===== src/design/rip_pkg.sv =====
// ----------------------------------------------------------------------------
// rip_pkg
// types, character codes and digit classification for the text parser
// ----------------------------------------------------------------------------
package rip_pkg;

  localparam int unsigned ValueW = 64;
  localparam int unsigned RadixW = 6;
  localparam int unsigned DigitW = 6;
  localparam int unsigned ProdW  = ValueW + RadixW;

  localparam logic [7:0] CHR_MINUS = 8'h2d;
  localparam logic [7:0] CHR_ZERO  = 8'h30;
  localparam logic [7:0] CHR_NINE  = 8'h39;
  localparam logic [7:0] CHR_LA    = 8'h61;
  localparam logic [7:0] CHR_LZ    = 8'h7a;
  localparam logic [7:0] CHR_UA    = 8'h41;
  localparam logic [7:0] CHR_UZ    = 8'h5a;

  localparam logic [RadixW-1:0] RADIX_RESET = 6'd10;
  localparam logic [RadixW-1:0] RADIX_MIN   = 6'd2;
  localparam logic [RadixW-1:0] RADIX_MAX   = 6'd36;
  localparam logic [DigitW-1:0] ALPHA_BASE  = 6'd10;

  // one classified character on its way to the accumulator
  typedef struct packed {
    logic [DigitW-1:0] digit;
    logic              digit_ok;
    logic              is_minus;
    logic              is_last;
  } rip_item_t;

  function automatic logic [RadixW-1:0] clamp_radix(input logic [RadixW-1:0] r);
    logic [RadixW-1:0] res;
    res = r;
    if (r < RADIX_MIN) res = RADIX_MIN;
    if (r > RADIX_MAX) res = RADIX_MAX;
    return res;
  endfunction

  function automatic rip_item_t classify(input logic [7:0] c, input logic [RadixW-1:0] base,
                                         input logic last);
    rip_item_t  it;
    logic [7:0] d;
    logic       is_dig;
    d      = 8'd0;
    is_dig = 1'b1;
    if (c inside {[CHR_ZERO:CHR_NINE]}) begin
      d = c - CHR_ZERO;
    end else if (c inside {[CHR_LA:CHR_LZ]}) begin
      d = c - CHR_LA + 8'(ALPHA_BASE);
    end else if (c inside {[CHR_UA:CHR_UZ]}) begin
      d = c - CHR_UA + 8'(ALPHA_BASE);
    end else begin
      is_dig = 1'b0;
    end
    it.digit    = d[DigitW-1:0];
    it.digit_ok = is_dig && (d < 8'(base));
    it.is_minus = (c == CHR_MINUS);
    it.is_last  = last;
    return it;
  endfunction

endpackage


===== src/design/rip_front.sv =====
// ----------------------------------------------------------------------------
// rip_front
// takes characters and tags them with digit value and legality
// ----------------------------------------------------------------------------
module rip_front import rip_pkg::*; (
  input  logic              in_valid,
  output logic              in_ready,
  input  logic [7:0]        in_char_code,
  input  logic              in_is_last,
  input  logic [RadixW-1:0] base,
  output logic              push,
  output rip_item_t         push_item,
  input  logic              q_full
);

  assign in_ready  = !q_full;
  assign push      = in_valid && !q_full;
  assign push_item = classify(in_char_code, base, in_is_last);

endmodule


===== src/design/rip_queue.sv =====
// ----------------------------------------------------------------------------
// rip_queue
// two-entry queue between classifier and accumulator
// ----------------------------------------------------------------------------
module rip_queue import rip_pkg::*; (
  input  logic      clk,
  input  logic      rst_n,
  input  logic      push,
  input  rip_item_t push_item,
  output logic      full,
  input  logic      pop,
  output logic      head_valid,
  output rip_item_t head_item
);

  rip_item_t  slot_r [2];
  logic       wr_ptr_r, rd_ptr_r;
  logic [1:0] count_r;

  assign full       = (count_r == 2'd2);
  assign head_valid = (count_r != 2'd0);
  assign head_item  = slot_r[rd_ptr_r];

  always_ff @(posedge clk) begin
    if (push) begin
      slot_r[wr_ptr_r] <= push_item;
    end
  end

  always_ff @(posedge clk) begin
    if (!rst_n) begin
      wr_ptr_r <= 1'b0;
      rd_ptr_r <= 1'b0;
      count_r  <= 2'd0;
    end else begin
      if (push) wr_ptr_r <= !wr_ptr_r;
      if (pop)  rd_ptr_r <= !rd_ptr_r;
      case ({push, pop})
        2'b10:   count_r <= count_r + 2'd1;
        2'b01:   count_r <= count_r - 2'd1;
        default: count_r <= count_r;
      endcase
    end
  end

endmodule


===== src/design/rip_back.sv =====
// ----------------------------------------------------------------------------
// rip_back
// multiply-add accumulator and registered result stage
// ----------------------------------------------------------------------------
module rip_back import rip_pkg::*; (
  input  logic              clk,
  input  logic              rst_n,
  input  logic [RadixW-1:0] base,
  input  logic              head_valid,
  input  rip_item_t         head_item,
  output logic              pop,
  output logic              out_valid,
  input  logic              out_ready,
  output logic [ValueW-1:0] out_value,
  output logic              out_valid_res,
  output logic              out_overflowed
);

  logic [ValueW-1:0] acc_r, acc_nxt;
  logic              neg_r, neg_nxt;
  logic              first_r, first_nxt;
  logic              bad_r, bad_nxt;
  logic              wrap_r, wrap_nxt;
  logic              out_valid_r;
  logic [ValueW-1:0] out_value_r;
  logic              out_valid_res_r, out_ovf_r;

  logic [ProdW-1:0]  sum;
  logic              take_minus, take_digit;

  // a non-final beat never needs the result register
  assign pop = head_valid && (!head_item.is_last || !out_valid_r || out_ready);

  assign sum = (ProdW'(acc_r) * ProdW'(base)) + ProdW'(head_item.digit);

  always_comb begin
    take_minus = !bad_r && first_r && head_item.is_minus;
    take_digit = !bad_r && !take_minus && head_item.digit_ok;
    acc_nxt    = take_digit ? sum[ValueW-1:0] : acc_r;
    wrap_nxt   = wrap_r | (take_digit && (sum[ProdW-1:ValueW] != '0));
    neg_nxt    = neg_r | take_minus;
    bad_nxt    = bad_r | (!bad_r && !take_minus && !head_item.digit_ok);
    first_nxt  = 1'b0;
  end

  always_ff @(posedge clk) begin
    if (!rst_n) begin
      acc_r       <= '0;
      neg_r       <= 1'b0;
      first_r     <= 1'b1;
      bad_r       <= 1'b0;
      wrap_r      <= 1'b0;
      out_valid_r <= 1'b0;
    end else begin
      if (pop && head_item.is_last) begin
        acc_r       <= '0;
        neg_r       <= 1'b0;
        first_r     <= 1'b1;
        bad_r       <= 1'b0;
        wrap_r      <= 1'b0;
        out_valid_r <= 1'b1;
      end else begin
        if (pop) begin
          acc_r   <= acc_nxt;
          neg_r   <= neg_nxt;
          first_r <= first_nxt;
          bad_r   <= bad_nxt;
          wrap_r  <= wrap_nxt;
        end
        if (out_ready) out_valid_r <= 1'b0;
      end
    end
  end

  always_ff @(posedge clk) begin
    if (pop && head_item.is_last) begin
      if (bad_nxt) begin
        out_value_r     <= '0;
        out_valid_res_r <= 1'b0;
        out_ovf_r       <= 1'b0;
      end else begin
        out_value_r     <= neg_nxt ? (ValueW'(0) - acc_nxt) : acc_nxt;
        out_valid_res_r <= 1'b1;
        out_ovf_r       <= wrap_nxt;
      end
    end
  end

  assign out_valid      = out_valid_r;
  assign out_value      = out_value_r;
  assign out_valid_res  = out_valid_res_r;
  assign out_overflowed = out_ovf_r;

endmodule


===== src/design/radix_integer_text_parser_top.sv =====
// ----------------------------------------------------------------------------
// radix_integer_text_parser_top
// ascii signed integer parser, base 2 to 36
// ----------------------------------------------------------------------------
// Takes one ASCII character per input beat, with in_is_last on the final
// character of a number, and gives one result beat per number: the 64-bit
// two's complement value, a valid flag and an overflow flag. A leading minus
// is allowed; digits are 0-9 then a-z or A-Z for 10..35, each below the base
// held in the radix register (values below 2 act as 2, above 36 act as 36).
// Any other character makes the number invalid, which reports value 0 and no
// overflow. The accumulator wraps modulo 2^64 and flags it. One character is
// taken per clock cycle, sustained, while no result waits on out_ready: the
// limit is the combinational 64x6 multiply-add in the accumulator loop. A
// result is offered in the cycle after its last character is taken by the
// accumulator, behind the queue register. No clearing pass after reset.
// ----------------------------------------------------------------------------
module radix_integer_text_parser_top import rip_pkg::*; (
  input  logic              clk,
  input  logic              rst_n,
  // configuration
  input  logic              cfg_we,
  input  logic [RadixW-1:0] cfg_wdata,
  // character beats
  input  logic              in_valid,
  output logic              in_ready,
  input  logic [7:0]        in_char_code,
  input  logic              in_is_last,
  // result beats
  output logic              out_valid,
  input  logic              out_ready,
  output logic [ValueW-1:0] out_value,
  output logic              out_valid_res,
  output logic              out_overflowed
);

  // radix kept already clamped to the legal range
  logic [RadixW-1:0] radix_r;

  // classifier to queue
  logic      push;
  rip_item_t push_item;
  logic      q_full;

  // queue to accumulator
  logic      pop;
  logic      head_valid;
  rip_item_t head_item;

  always_ff @(posedge clk) begin
    if (!rst_n) begin
      radix_r <= RADIX_RESET;
    end else if (cfg_we) begin
      radix_r <= clamp_radix(cfg_wdata);
    end
  end

  // front: accept and tag each character
  rip_front u_front (
    .in_valid     (in_valid),
    .in_ready     (in_ready),
    .in_char_code (in_char_code),
    .in_is_last   (in_is_last),
    .base         (radix_r),
    .push         (push),
    .push_item    (push_item),
    .q_full       (q_full)
  );

  // short queue so a stalled result does not stop intake at once
  rip_queue u_queue (
    .clk        (clk),
    .rst_n      (rst_n),
    .push       (push),
    .push_item  (push_item),
    .full       (q_full),
    .pop        (pop),
    .head_valid (head_valid),
    .head_item  (head_item)
  );

  // back: accumulate and hold the result until taken
  rip_back u_back (
    .clk            (clk),
    .rst_n          (rst_n),
    .base           (radix_r),
    .head_valid     (head_valid),
    .head_item      (head_item),
    .pop            (pop),
    .out_valid      (out_valid),
    .out_ready      (out_ready),
    .out_value      (out_value),
    .out_valid_res  (out_valid_res),
    .out_overflowed (out_overflowed)
  );

endmodule


===== config.mk =====
export PLATFORM = sky130hd
export DESIGN_NAME = radix_integer_text_parser_top
export DESIGN_NICKNAME = d
export VERILOG_FILES = /design/src/design/rip_pkg.sv /design/src/design/rip_front.sv /design/src/design/rip_queue.sv /design/src/design/rip_back.sv /design/src/design/radix_integer_text_parser_top.sv
export SDC_FILE = /design/constraint.sdc
export NUM_CORES = 1
export LEC_CHECK = 0
export ABC_AREA = 1
export CAP_MARGIN = 10
export CORE_MARGIN = 1
export CORE_UTILIZATION = 60
export DETAILED_ROUTE_END_ITERATION = 6
export DONT_BUFFER_PORTS = 1
export GPL_TIMING_DRIVEN = 0
export PLACE_DENSITY = 0.76
export SLEW_MARGIN = 15
export SYNTH_ARGS = -nofsm -noshare
export SYNTH_HDL_FRONTEND = slang
export SYNTH_HIERARCHICAL = 1
export SYNTH_SLANG_ARGS = --single-unit

===== constraint.sdc =====
create_clock -name clk -period 16.72 [get_ports clk]
set_input_delay 3.344 -clock clk [delete_from_list [all_inputs] [get_ports clk]]
set_output_delay 3.344 -clock clk [all_outputs]
set_load 0.02 [all_outputs]

==> impl_summary.txt <==
----------------------------------------------------
[Hold path]
  Hold WC Path Type ... flip-flop to flip-flop

[Clock tree]
  Root cell of the clock tree ... clkbuf_16
  Post-cts repair resize count ... 0
  Worst-path clk slew ... 0.07 ns
  Clock sink total ... ~160
  Clock tree from TritonCTS ... done
  CTS H-Tree Depth ... 4
  Post-CTS setup buffer count ... 0
  Clock insertion delay at the later pin of the skew report ... ~0.5 ns
  Number of clock buffers inserted by TritonCTS ... 17
  Maximum count of clock buffers along a single path ... 2
  CTS Hold Bufs ... 0

[Die]
  Overall die width ... 210 µm
  Site row count ... 75
  Die Area ... around 0.044 mm²
  Starting density of the core ... approximately three fifths
  IO Count ... 88
  Core Box Area ... 0.0423 mm²
  Height of the die ... ~210 µm

[Place]
  Worst slack after detailed placement ... 9.45 ns
  HPWL Detailed ... around 72 mm
  Routability Congestion ... roughly 1.0
  Count of port buffers added during placement ... 0

[Logic synthesis]
  Register bit total from synthesis ... around 160
  Sequential fraction of the synthesis area ... around 16%
  EDFF count, synth ... between 80 and 90
  Count of yosys warnings during synthesis ... 6
  Number of different library cells in the post-synthesis netlist ... 57
  Average size of a mapped cell ... between 6 and 7 µm²
  Most instantiated flip-flop cell in the synthesis netlist ... edfxtp_1
  Fraction of registers with async set/reset ... 0%
  Cell Area, Synth ... between 0.02 and 0.03 mm²
  Number of standard cells after synthesis ... about 4,100
  Mapped Nets ... 4,522

[Pwr]
  Power per cell area ... 201 mW/mm²
  Max rail drop VDD ... 0.162 mV
  Leakage power total ... around 18 nW

[Layout]
  Most common library cell in the layout ignoring fill and taps ... nand2_1
  Growth of design area from synthesis to finish ... 5.22%
  Layout Nets ... ~4,500
  Fraction of the core area covered by cells at the end of the flow ... approximately 65%
  Filler cell count in the final layout ... ~4,100
  Most used cells in the layout excluding fill and tap cells ... 1,461 x nand2_1, 959 x inv_1, 252 x fa_1
  Number of diodes added for antenna fixing ... 0
  Share of layout cells above drive strength 1 ... about 4.7%

[Worst setup path]
  Sort of element at the start of the critical path ... flip-flop
  Arrival time worst endpoint ... 7.73 ns
  Required @ worst endpoint ... 16.96 ns
  Critical-path top delay cell ... clkbuf_1
  Critical Path Max Stage Delay ... a little under 0.7 ns
  Start-to-end type of the worst setup path ... flip-flop to flip-flop
  Most prevalent standard cell on the critical path ... nand2_1
  Crit-path max FO ... 10
  Sort of element at the end of the critical path ... flip-flop

[GRT]
  Vias in the first global route ... roughly 23,000
  Pin count of the biggest net entering global routing ... 45
  Final global-route overflow total ... 0
  Global routing usage summed across all routing layers ... 39.9%
  Global-route wire length before repair ... roughly 130 mm
  Antenna violations before repair ... 1

[Timing]
  Final count of pins violating max slew ... 0
  Max frequency ... about 130 MHz
  Clock skew after layout ... roughly 0.022 ns
  Fin. Hold Viols ... 0
  RSZ-0062 raised after global routing ... false
  Worst-margin pin slew ... approximately 0.99 ns
  Slew margin rel. ... approximately a third
  Final min period ... 7.48 ns
  Number of failing setup endpoints in the final timing report ... 0
  Accumulated negative setup slack ... 0 ns
  Share of the cycle needed by the critical path after routing ... between 40% and 50%
  PnR worst setup slack ... around 9.2 ns

[Flow run]
  Number of max-capacitance violations reported ... 0

[Detailed routing]
  Routed vias/inst ... ~5.3
  Total Routed Length ... between 80 and 90 mm
  DRC violations left ... 0
  Antenna-violating nets left ... 0
  Via count of the routed design ... roughly 25,000
  Number of iterations in the first detailed-routing pass ... 7
  DR iter-0 viols ... 2,514
  Routed wire per std cell ... between 15 and 20 µm

[Status]
  Run status ... finished, final reports clean

----------------------------------------------------
-- cells in the mapped netlist, types with 26 or more instances --
cell type / instances / area [µm²]
clkbuf_1: 57 / 214
ha_1: 162 / 2030
nand3_1: 177 / 886
nand2_1: 1461 / 5480
fa_1: 252 / 5040
buf_1: 28 / 105
a21oi_1: 174 / 871
nand4_1: 27 / 169
buf_2: 26 / 130
buf_4: 27 / 203
o21ai_0: 115 / 576
dfxtp_1: 80 / 1600
edfxtp_1: 84 / 2520
nor2_1: 250 / 938
inv_1: 960 / 3600
-- cells by family (layout without fill, tap and decap cells) --
logic type | Yosys count | after routing | share of synthesized area (%)
XOR/XNOR | 12 | 12 | 0.404
AO/OA/AOI/OAI | 346 | 346 | 7.23
AND/OR/NAND/NOR | 2023 | 2023 | 32.0
multiplexers | 9 | 9 | 0.520
adder cells (fa/ha/maj) | 414 | 414 | 27.2
buffers and inverters | 1120 | 1153 | 16.8
flip-flops | 164 | 164 | 15.9
-- flip-flops by register name, indices dropped and copies added, names as in the netlist, named ones only --
signal and count:
u_queue/rd_ptr_r 1, u_queue/count_r 2, u_queue/slot_r 18, u_back/out_valid_res 1, u_back/first_r 1, u_back/acc_r 64
u_back/wrap_r 1, u_back/out_value 64, u_back/out_overflowed 1, u_queue/wr_ptr_r 1, u_back/bad_r 1, u_back/out_valid 1
radix_r 6, u_back/neg_r 1
-- worst max-delay path, delay by kind of cell (launching register included) --
family | cells | cell delay, ns
xor gates and xnor gates | 1 | 0.47
adders and majority gates | 5 | 2.55
AOI/OAI and AO/OA | 2 | 0.49
buffers and inverters | 7 | 1.63
DFF | 1 | 0.35
and+or+nand+nor | 14 | 1.75
-- layout make-up --
class	count	area (µm²)	area share, %
Sequential cell	164	4120	15.1
Tap cell	577	722	2.64
Timing Repair Buffer	1	20.0	0.0732
Buffer	142	693	2.53
Clock buffer	17	425	1.55
Inverter	978	3680	13.4
Multi-Input combinational cell	2804	17500	64.0
Clock inverter	15	190	0.695
-- report_power, final --
group          switching, W  internal [W]  leakage [nW]
Combinational       0.00288       0.00131          15.9
Sequential         0.000206      0.000681          1.45
Clock              0.000203      0.000214         0.299
-- worst paths after layout --
path	startpoint	end	slack [ns]	cells after the start
hold / removal	u_back/neg_r$_SDFFE_PP0P_	u_back/neg_r$_SDFFE_PP0P_	0.46	2
setup reg to reg	radix_r[5]$_SDFFE_PN0P_	u_back/out_value[63]$_SDFFCE_PN0P_	9.24	29
setup / recovery	radix_r[5]$_SDFFE_PN0P_	u_back/out_value[63]$_SDFFCE_PN0P_	9.24	29
hold reg to reg	u_back/neg_r$_SDFFE_PP0P_	u_back/neg_r$_SDFFE_PP0P_	0.46	2
-- through the flow --
step                area (µm²)  total power (W)  hold WS [ns]  std cells
global placement         26700          0.00487         0.437       4665
global route             27400          0.00597         0.463       4698
finish                   27400          0.00549         0.458       4698
floorplan                26000          0.00376         0.427       4088
detailed placement       26700          0.00491         0.440       4666
CTS                      27400          0.00537         0.451       4698
-- routing by layer --
| metal | track usage, % | vias up | wire length [µm] |
|---|---|---|---|
| li1 | - | 12200 | - |
| met1 | 53.4 | 11500 | 36400 |
| met2 | 60.5 | 1239 | 35900 |
| met3 | 11.7 | 177 | 9890 |
| met4 | 16.4 | 2 | 3550 |
| met5 | 0 | - | 13 |
Power figures use the tool's default switching activity.
